`src/rtl/tdf_pkg.sv`:
```
// Shared types and constants for the trial-division factorizer.
// No dependencies; used by scoped name in every module of the block but the divider.
package tdf_pkg;

   localparam int VALUE_BITS_DEFAULT = 31;

   // Controller to datapath commands.
   typedef struct packed {
      logic load;       // take req_value as remaining value, divisor back to two
      logic div_start;  // start remaining / divisor
      logic take_q;     // remaining value <= quotient
      logic inc_d;      // advance divisor
      logic emit;       // write one factor into the output register
      logic sel_rem;    // factor is the remaining value instead of the divisor
      logic last;       // marker for the factor written
   } cmd_type;

   // Datapath to controller status.
   typedef struct packed {
      logic value_small;  // req_value below two
      logic div_done;     // divider idle, quotient and remainder hold
      logic r_zero;       // divisor divides evenly
      logic d_gt_q;       // divisor above quotient: square exceeds remaining value
      logic q_one;        // quotient is one
      logic rem_gt1;      // remaining value above one
      logic out_free;     // output register can take a factor this cycle
   } status_type;

endpackage

```
`src/rtl/tdf_divider.sv`:
```
// Restoring divider, one quotient bit per cycle, for the factorizer datapath.
// Depends on nothing but its parameter.
module tdf_divider #(
   parameter int VALUE_BITS = 31
) (
   input  logic                  clock,
   input  logic                  reset,
   input  logic                  start,
   input  logic [VALUE_BITS-1:0] dividend,
   input  logic [VALUE_BITS-1:0] divisor,
   output logic                  done,
   output logic [VALUE_BITS-1:0] quot,
   output logic [VALUE_BITS-1:0] remd
);

   localparam int CW = $clog2(VALUE_BITS + 1);

   logic                  run_ff, run_in;
   logic [CW-1:0]         cnt_ff, cnt_in;
   logic [VALUE_BITS-1:0] acc_ff, acc_in;
   logic [VALUE_BITS-1:0] quo_ff, quo_in;
   logic [VALUE_BITS-1:0] dvs_ff, dvs_in;
   logic [VALUE_BITS:0]   shifted;
   logic [VALUE_BITS:0]   trial;

   always_comb begin
      shifted = {acc_ff, quo_ff[VALUE_BITS-1]};
      trial   = shifted - {1'b0, dvs_ff};
      run_in  = run_ff;
      cnt_in  = cnt_ff;
      acc_in  = acc_ff;
      quo_in  = quo_ff;
      dvs_in  = dvs_ff;
      if (start) begin
         run_in = 1'b1;
         cnt_in = CW'(VALUE_BITS);
         acc_in = '0;
         quo_in = dividend;
         dvs_in = divisor;
      end else if (run_ff) begin
         // keep the partial remainder only when the trial subtract does not borrow
         if (!trial[VALUE_BITS]) begin
            acc_in = trial[VALUE_BITS-1:0];
         end else begin
            acc_in = shifted[VALUE_BITS-1:0];
         end
         quo_in = {quo_ff[VALUE_BITS-2:0], ~trial[VALUE_BITS]};
         cnt_in = cnt_ff - CW'(1);
         if (cnt_ff == CW'(1)) begin
            run_in = 1'b0;
         end
      end
   end

   always_ff @(posedge clock) begin
      if (reset) begin
         run_ff <= 1'b0;
         cnt_ff <= '0;
      end else begin
         run_ff <= run_in;
         cnt_ff <= cnt_in;
      end
      acc_ff <= acc_in;
      quo_ff <= quo_in;
      dvs_ff <= dvs_in;
   end

   assign done = ~run_ff;
   assign quot = quo_ff;
   assign remd = acc_ff;

endmodule

```
`src/rtl/tdf_datapath.sv`:
```
// Datapath of the factorizer: remaining value, divisor, divider and output register.
// Depends on tdf_pkg and tdf_divider.
module tdf_datapath #(
   parameter int VALUE_BITS = tdf_pkg::VALUE_BITS_DEFAULT
) (
   input  logic                  clock,
   input  logic                  reset,
   input  logic [VALUE_BITS-1:0] req_value,
   input  tdf_pkg::cmd_type      cmd,
   output tdf_pkg::status_type   status,
   output logic                  rsp_valid,
   input  logic                  rsp_stall,
   output logic [VALUE_BITS-1:0] rsp_factor,
   output logic                  rsp_last
);

   logic [VALUE_BITS-1:0] rem_ff, rem_in;
   logic [VALUE_BITS-1:0] d_ff, d_in;
   logic                  valid_ff, valid_in;
   logic [VALUE_BITS-1:0] factor_ff, factor_in;
   logic                  last_ff, last_in;
   logic                  div_done;
   logic [VALUE_BITS-1:0] quot;
   logic [VALUE_BITS-1:0] remd;

   tdf_divider #(
      .VALUE_BITS(VALUE_BITS)
   ) u_div (
      .clock   (clock),
      .reset   (reset),
      .start   (cmd.div_start),
      .dividend(rem_ff),
      .divisor (d_ff),
      .done    (div_done),
      .quot    (quot),
      .remd    (remd)
   );

   always_comb begin
      rem_in    = rem_ff;
      d_in      = d_ff;
      factor_in = factor_ff;
      last_in   = last_ff;
      if (cmd.load) begin
         rem_in = req_value;
         d_in   = VALUE_BITS'(2);
      end
      if (cmd.take_q) begin
         rem_in = quot;
      end
      if (cmd.inc_d) begin
         d_in = d_ff + VALUE_BITS'(1);
      end
      // drop the held factor once transferred, load a new one on emit
      valid_in = valid_ff & rsp_stall;
      if (cmd.emit) begin
         valid_in  = 1'b1;
         factor_in = cmd.sel_rem ? rem_ff : d_ff;
         last_in   = cmd.last;
      end
   end

   always_ff @(posedge clock) begin
      if (reset) begin
         valid_ff <= 1'b0;
      end else begin
         valid_ff <= valid_in;
      end
      rem_ff    <= rem_in;
      d_ff      <= d_in;
      factor_ff <= factor_in;
      last_ff   <= last_in;
   end

   always_comb begin
      status.value_small = req_value < VALUE_BITS'(2);
      status.div_done    = div_done;
      status.r_zero      = remd == '0;
      status.d_gt_q      = d_ff > quot;
      status.q_one       = quot == VALUE_BITS'(1);
      status.rem_gt1     = rem_ff > VALUE_BITS'(1);
      status.out_free    = ~valid_ff | ~rsp_stall;
   end

   assign rsp_valid  = valid_ff;
   assign rsp_factor = factor_ff;
   assign rsp_last   = last_ff;

   a_emit_free: assert property (@(posedge clock) disable iff (reset)
      cmd.emit |-> status.out_free)
      else $error("factor emitted while output register still held");

   a_start_idle: assert property (@(posedge clock) disable iff (reset)
      cmd.div_start |-> div_done)
      else $error("divider restarted while busy");

   a_factor_min: assert property (@(posedge clock) disable iff (reset)
      valid_ff |-> factor_ff >= VALUE_BITS'(2))
      else $error("factor below two");

   a_no_mix: assert property (@(posedge clock) disable iff (reset)
      cmd.emit |-> !cmd.div_start && !cmd.inc_d && !cmd.load)
      else $error("emit combined with a divisor step");

endmodule

```
`src/rtl/tdf_ctrl.sv`:
```
// Controller state machine of the factorizer: sequences divisions and emits factors.
// Depends on tdf_pkg.
module tdf_ctrl (
   input  logic                clock,
   input  logic                reset,
   input  logic                req_valid,
   output logic                req_stall,
   input  tdf_pkg::status_type status,
   output tdf_pkg::cmd_type    cmd
);

   localparam logic [1:0] ST_IDLE  = 2'd0;
   localparam logic [1:0] ST_START = 2'd1;
   localparam logic [1:0] ST_DIV   = 2'd2;
   localparam logic [1:0] ST_EVAL  = 2'd3;

   logic [1:0] state_ff, state_in;
   logic       chk_ff, chk_in;  // test the divisor bound before the next even-division test

   always_comb begin
      state_in = state_ff;
      chk_in   = chk_ff;
      cmd      = '0;
      case (state_ff)
         ST_IDLE: begin
            if (req_valid) begin
               cmd.load = 1'b1;
               chk_in   = 1'b1;
               if (!status.value_small) begin
                  state_in = ST_START;
               end
            end
         end
         ST_START: begin
            cmd.div_start = 1'b1;
            state_in      = ST_DIV;
         end
         ST_DIV: begin
            if (status.div_done) begin
               state_in = ST_EVAL;
            end
         end
         ST_EVAL: begin
            if (chk_ff && status.d_gt_q) begin
               // divisor squared exceeds the remaining value: it is prime or one
               if (!status.rem_gt1) begin
                  state_in = ST_IDLE;
               end else if (status.out_free) begin
                  cmd.emit    = 1'b1;
                  cmd.sel_rem = 1'b1;
                  cmd.last    = 1'b1;
                  state_in    = ST_IDLE;
               end
            end else if (status.r_zero) begin
               if (status.out_free) begin
                  cmd.emit   = 1'b1;
                  cmd.last   = status.q_one;
                  cmd.take_q = 1'b1;
                  chk_in     = 1'b0;
                  state_in   = status.q_one ? ST_IDLE : ST_START;
               end
            end else begin
               cmd.inc_d = 1'b1;
               chk_in    = 1'b1;
               state_in  = ST_START;
            end
         end
         default: begin
            state_in = ST_IDLE;
         end
      endcase
   end

   always_ff @(posedge clock) begin
      if (reset) begin
         state_ff <= ST_IDLE;
         chk_ff   <= 1'b0;
      end else begin
         state_ff <= state_in;
         chk_ff   <= chk_in;
      end
   end

   assign req_stall = state_ff != ST_IDLE;

   a_load_idle: assert property (@(posedge clock) disable iff (reset)
      cmd.load |-> state_ff == ST_IDLE)
      else $error("value loaded outside idle");

   a_div_follows: assert property (@(posedge clock) disable iff (reset)
      cmd.div_start |=> state_ff == ST_DIV && !status.div_done)
      else $error("divider did not start");

   a_eval_done: assert property (@(posedge clock) disable iff (reset)
      state_ff == ST_EVAL |-> status.div_done)
      else $error("evaluation with divider busy");

endmodule

```
`src/rtl/trial_division_factorizer.sv`:
```
// Top level of the trial-division factorizer: controller plus datapath.
// Depends on tdf_pkg, tdf_ctrl and tdf_datapath.
//
// Takes one positive integer per req_ transfer and returns its prime factors in
// ascending order, with repetition, one per rsp_ transfer; rsp_last marks the
// final factor, and an input of one returns nothing. One item is worked at a
// time. Each trial divisor costs one division in a shared restoring divider,
// started in ST_START, awaited in ST_DIV and judged in ST_EVAL. A new value
// is taken while the last factor still waits in the output register.
module trial_division_factorizer #(
   parameter int VALUE_BITS = tdf_pkg::VALUE_BITS_DEFAULT
) (
   input  logic                  clock,
   input  logic                  reset,
   input  logic                  req_valid,
   output logic                  req_stall,
   input  logic [VALUE_BITS-1:0] req_value,
   output logic                  rsp_valid,
   input  logic                  rsp_stall,
   output logic [VALUE_BITS-1:0] rsp_factor,
   output logic                  rsp_last
);

   tdf_pkg::cmd_type    cmd;
   tdf_pkg::status_type status;

   tdf_ctrl u_ctrl (
      .clock    (clock),
      .reset    (reset),
      .req_valid(req_valid),
      .req_stall(req_stall),
      .status   (status),
      .cmd      (cmd)
   );

   tdf_datapath #(
      .VALUE_BITS(VALUE_BITS)
   ) u_dp (
      .clock     (clock),
      .reset     (reset),
      .req_value (req_value),
      .cmd       (cmd),
      .status    (status),
      .rsp_valid (rsp_valid),
      .rsp_stall (rsp_stall),
      .rsp_factor(rsp_factor),
      .rsp_last  (rsp_last)
   );

endmodule
```
`config.mk`:
```
export PLATFORM = sky130hd
export DESIGN_NAME = trial_division_factorizer
export DESIGN_NICKNAME = d
export VERILOG_FILES = /design/src/rtl/tdf_pkg.sv /design/src/rtl/tdf_divider.sv /design/src/rtl/tdf_datapath.sv /design/src/rtl/tdf_ctrl.sv /design/src/rtl/trial_division_factorizer.sv
export SDC_FILE = /design/constraint.sdc
export NUM_CORES = 1
export LEC_CHECK = 0
export BUFFER_PORTS_ARGS = -buffer_cell sky130_fd_sc_hd__buf_2
export CAP_MARGIN = 0
export CORE_ASPECT_RATIO = 0.75
export CORE_MARGIN = 3
export CORE_UTILIZATION = 64
export CTS_BUF_LIST = sky130_fd_sc_hd__clkbuf_8
export CTS_CLUSTER_DIAMETER = 60
export DETAILED_ROUTE_END_ITERATION = 10
export GPL_ROUTABILITY_DRIVEN = 1
export MAX_ROUTING_LAYER = met4
export PLACE_DENSITY = 0.83
export SLEW_MARGIN = 30
export SYNTH_ARGS = -nofsm -noshare
export SYNTH_HDL_FRONTEND = slang
export SYNTH_SLANG_ARGS = --single-unit
```
`constraint.sdc`:
```
create_clock -name clock -period 4.7 [get_ports clock]
set_input_delay 0.94 -clock clock [delete_from_list [all_inputs] [get_ports clock]]
set_output_delay 0.94 -clock clock [all_outputs]
set_load 0.02 [all_outputs]
```
; Word-level counts from Yosys, hierarchy flattened
; Index checks and enable logic that the tools add are counted.
[word_totals]
elab_cells = 89
output_inout_bits = 34
reg_bits = 197
[classes]
mux = 44
bitwise = 5
eq_ne = 12
magnitude_cmp = 3
n_reduce_logical = 10
n_addsub = 3
[op_table]
columns = operator, count
row1 = 31-bit 2-to-1 mux, 8
row2 = 32-bit by 31-bit subtractor with 32-bit output, 1
row3 = 31-bit by 1-bit adder with 31-bit output (second input constant), 1
row4 = 31-bit by 1-bit equality test with 1-bit output (second input constant), 1
row5 = 31-bit by 1-bit > comparator with 1-bit output (second input constant), 1
row6 = 31-bit > comparator, 1
row7 = 31-bit logical NOT, 1
row8 = 31-bit by 2-bit < comparator with 1-bit output (second input constant), 1
row9 = 1-bit 2-to-1 mux, 20
row10 = 2-bit 2-to-1 mux, 9
row11 = 5-bit 2-to-1 mux, 3
row12 = 2-bit nonzero test, 5
row13 = 2-bit inequality test (second input constant), 4
row14 = 2-bit one-hot mux with 4 select lines, 1
row15 = 3-bit 2-to-1 mux, 2
row16 = 5-bit by 1-bit equality test with 1-bit output (second input constant), 1
row17 = 5-bit AND reduction, 1
row18 = 5-bit by 1-bit subtractor with 5-bit output (second input constant), 1
row19 = 2-bit equality test (second input constant), 2
row20 = 4-bit by 3-bit inequality test with 1-bit output (second input constant), 1
row21 = 4-bit inequality test (second input constant), 1
row22 = 4-bit AND reduction, 1
row23 = 3-bit inequality test (second input constant), 1
row24 = 1-bit NOT, 3
row25 = 6 further kinds, 6

; Logic depth before layout (Yosys ltp)
[depth]
ltp_word = 7
depth_mapped = 13
ltp_nobuf = 11

; Hierarchy
; A second synthesis with hierarchy kept.
[unflattened]
hier_cells = 1042
hier_area_um2 = 11557.3
[by_module_without_submodules]
columns = module, cells_per_inst, seq_area_each_um2, n_inst, area_each_um2
row1 = tdf_divider, 550, 2602.5, 1, 5769.3
row2 = tdf_datapath, 448, 2842.7, 1, 5434.0
row3 = tdf_ctrl, 44, 60.1, 1, 354.1

; Least setup slack after synthesis
; OpenSTA, ideal clock, no wires.
[synth_timing]
path_type = flip-flop to flip-flop
start = register u_dp.d_ff[26]
end = register u_dp.factor_ff[0], in the netlist u_dp.rsp_factor[0], enable pin
setup_ps = 394
path_buffers = 1
period_less_slack_ps = 3445
arrival_ps = 3051
stages_incl_launch_ff = 10
setup_slack_ps = 1255
cell_sequence = edfxtp_1 > ha_1 > nand4_1 > nor4_2 > nand2_1 > o221ai_2 > o21bai_2 > nor3b_4 > buf_4 > nand2b_1
[synth_lines]
columns = element, line
row1 = from (decl), tdf_datapath.sv:18  ; logic [VALUE_BITS-1:0] d_ff, d_in;
row2 = from (signal assigned), tdf_datapath.sv:70  ; d_ff <= d_in;
row3 = to (signal assigned), tdf_datapath.sv:71  ; factor_ff <= factor_in;
row4 = to (decl), tdf_datapath.sv:20  ; logic [VALUE_BITS-1:0] factor_ff, factor_in;

==> results.txt <==
* Crit path kind: reg2reg
- For the worst setup path, the data required time is 4.89 ns.
* Layout Skew: 0.01647 ns
* Final clock period utilization by the worst path: 0.7693
- The share of total power dissipated in combinational logic is 0.461.
- Clock Pin Slew Worst Setup and Hold Paths: 0.10 ns
- Leakage component of the power: 4.979 nW
- Post-synth top flop: edfxtp_1
* Library cell occupying the most area in the post-synthesis netlist: edfxtp_1
- The tree is rooted in a clkbuf_8.
* Total setup buffers inserted after CTS: 0
- Synthesis instantiated 76 different standard cells from the library.
* Transition time of the tightest slew-check pin: 0.7557 ns
* Outcome: complete, no violations
* Total power density per cell area: roughly 650 nW/um2
- Counting flops with a built-in enable in the synthesized netlist gives 156.
* Setup TNS: 0 ns
* Met2 capacity usage during global routing: 0.4346
- CP Capture Type: flip-flop
* Via count of the first global-routing pass: 8205
- The max-slew violation count is 0.
* Count of yosys warnings during synthesis: 0
- The floorplan has 41 rows.
- Post-route DRC: 0
- TritonCTS clock tree: built
- Largest fanout of any net on the critical path: 22
- During placement, the flow inserted port buffers numbering 68.
* Area fraction of the dominant cell type after synthesis: 0.4108
* Final Instance Count excl. Fillers: 1381
- Die W: ~160 um
- Data on the critical path arrives at its endpoint at 3.80 ns.
* Proportion of layout cells with a drive suffix above 1: 0.1432
- Final weighted congestion of routability-driven global placement: around 0.94
- For the worst-skew pair, the clock arrives at the later sink with an insertion delay of approximately 0.48 ns.
- Ranked by instance count, the synthesized netlist is headed by 156 x edfxtp_1, 91 x nor2_1, 88 x inv_1.
- Entering global routing, the biggest net connects between 60 and 70 pins.
- Max H-tree Level: 4
* Die Y-Extent: 121.6 um
* Fraction of power consumed by the clock network: 0.141
* Most common cell in the netlist: edfxtp_1
- Cell Count Post-Placement: 1349
- Portion of total power attributed to sequential cells: 0.398
- Vias per Instance: 6.364
- Number of buffers inserted during clock tree synthesis: 17
- Dividing the detail-routed wire length by the instance count gives 20.29 um.
* Share of flip-flops with an asynchronous set or reset after synthesis: 0
- DRC violation total after the first TritonRoute iteration: 939
* Sequential element share of the synthesized area: 0.4827
* Layout Nets: 1237
- The initial antenna violation count came to 0.
- The min-delay analysis places its worst path in the category reg2reg.
- The tightest hold path in the finished design has a slack of 0.5206 ns.
- The repair_antennas step left the layout with diodes totalling 0.
* Count of instances resized after the clock tree is built: 0
- Post-route total power: 8.129 mW
- The analysis attributes to net switching a power of 3.505 mW.
* Setup repair after global routing missed its margin: no
* Area of the die: 19470 um2
* Crit-path max cell delay: 0.48 ns
- Once detail routing completed, the nets flagged for antenna violations numbered 0.
- Cell types occupying the most area after synthesis: edfxtp_1 41%, ha_1 7.6%, dfxtp_1 7.2%
* Via count: 8789
- First-pass GRT wire length: 44590 um
* Max_slew headroom: 0.4962
* TritonCTS sink count: 197
* Number of nets in the synthesized netlist: 1168
- For this configuration, the core starts out at a cell density of 0.6656.
- The first detailed-routing pass ran for 5 iterations.
- After synthesis, the mean cell area works out to 10.73 um2.
* Fraction of met1 tracks used by global routing: 0.4509
- Synthesis-to-finish area growth: 8.931%
* Count of mapped cells out of synthesis: approximately 1100
- Met3 Resource Use GR: 0.04929
- Half-perimeter wire length after detailed placement: approximately 20000 um
* Max clock buf depth: 2
- Maximum ir drop on the vdd rail: 0.0003385 V
* Min Tclk post-route: 3.616 ns
- Number of top-level design ports: 69
- FF+latch count, synth: about 200
- Detailed Route WL: 28020 um
- Cell internal power was estimated by the tool at 4.624 mW.
* Final setup violating endpoints: 0
- The worst setup path is launched from a flip-flop.
- Synthesized cell area: 11400 um2
* Global route hottest layer: met1
* Highest attainable clock frequency: 276.6 MHz
- Of the total power, the share spent switching nets is 0.4311.
- GRT Overall Usage: 0.3022
- The critical path goes through inv_1, ha_1, nor2b_1, o21ai_0, a21oi_1, a211oi_1, o221ai_2, o21bai_2, nand3_1, buf_4, nand2b_1, buf_12.
* Count of endpoints failing hold in the final timing report: 0
* Floorplan core area: 17130 um2
- CP max-delay cell: nand2b_1
- Total overflow reported by the global router: 0
* Max Cap Violations: 0
* Hold-fix buffers at CTS: 0
## cells by family (layout without fill, tap and decap cells)
logic type | after synthesis | count (layout) | share of synthesized area
AOI/OAI and AO/OA | 216 | 216 | 0.1324
and+or+nand+nor | 313 | 313 | 0.1359
buffers and inverters | 124 | 206 | 0.04454
DFF | 197 | 197 | 0.4827
muxes | 89 | 89 | 0.08546
adders and majority gates | 70 | 70 | 0.07745
xor gates and xnor gates | 54 | 54 | 0.04147
## cell type report
type                       instances  area, um2
clock buffer                      17      234.0
clock inverter                    15      168.9
fill                            1248       4711
inverter                          89      334.1
multi-input combinational        742       5404
sequential                       197       5507
tap                              236      295.3
timing repair buffer              85      480.5
## stage by stage
step	setup slack [ns]	area, um2	utilization
after CTS	1.058	12420	0.7251
final	1.084	12420	0.7251
after global routing	0.8444	12420	0.7251
after detailed placement	1.084	12020	0.7015
after floorplan	1.255	11400	-
after global placement	1.225	12020	0.7015
## power groups by stage
stage          Combinational, mW  Clock, mW  Sequential (mW)
6_report                    3.75       1.14             3.24
5_1_grt                     4.16       1.22             3.30
4_1_cts                     3.69       1.15             3.22
3_5_place_dp                3.65          0             3.25
3_3_place_gp                3.54          0             3.23
2_1_floorplan               2.87          0             3.02
## worst paths after layout
| check | startpoint | to | slack, ns | depth (start not counted) |
|---|---|---|---|---|
| setup / recovery | u_dp.u_div.quot[1] | u_dp.rsp_factor[22] | 1.08 | 12 |
| hold / removal | u_dp.u_div.remd[26] | u_dp.u_div.remd[27] | 0.52 | 2 |
| setup reg to reg | u_dp.u_div.quot[1] | u_dp.rsp_factor[22] | 1.08 | 12 |
| hold reg to reg | u_dp.u_div.remd[26] | u_dp.u_div.remd[27] | 0.52 | 2 |
## sequential cells by signal, indices dropped and copies added (netlist names)
name               cells
u_dp.d_ff             31
u_dp.rem_ff           31
u_dp.rsp_factor       31
u_dp.u_div.dvs_ff     31
u_dp.u_div.quot       31
u_dp.u_div.remd       31
u_dp.u_div.cnt_ff      5
u_ctrl.state_ff        2
u_ctrl.chk_ff          1
u_dp.rsp_last          1
u_dp.rsp_valid         1
u_dp.u_div.run_ff      1
## cell usage in the layout, fill, tap and decap left out, types with 29 or more instances in the layout
cell / netlist / routed
mux2_1: 38 / 38
nor2_1: 91 / 91
xnor2_1: 35 / 35
buf_2: 4 / 68
dfxtp_1: 41 / 40
inv_1: 88 / 88
mux2_2: 29 / 29
edfxtp_1: 156 / 156
nand2_1: 72 / 72
o21ai_0: 50 / 50
ha_1: 69 / 68
a21oi_1: 37 / 37
nor4_1: 32 / 32
## metal layers
layer | routed length [um] | vias to the layer above
li1 | - | 4082
met1 | 12960 | 4195
met2 | 12050 | 468
met3 | 2505 | 44
met4 | 498 | 0
met5 | 0 | -
## worst max-delay path: cells and delay by family (launching register included)
family,cells,cell delay (ns)
AND/OR/NAND/NOR,3,0.75
buffers and inverters,3,0.58
AO/OA/AOI/OAI,5,1.22
adder cells (fa/ha/maj),1,0.31
flip-flops,1,0.46
No activity file was read; power rests on OpenSTA's default activity.
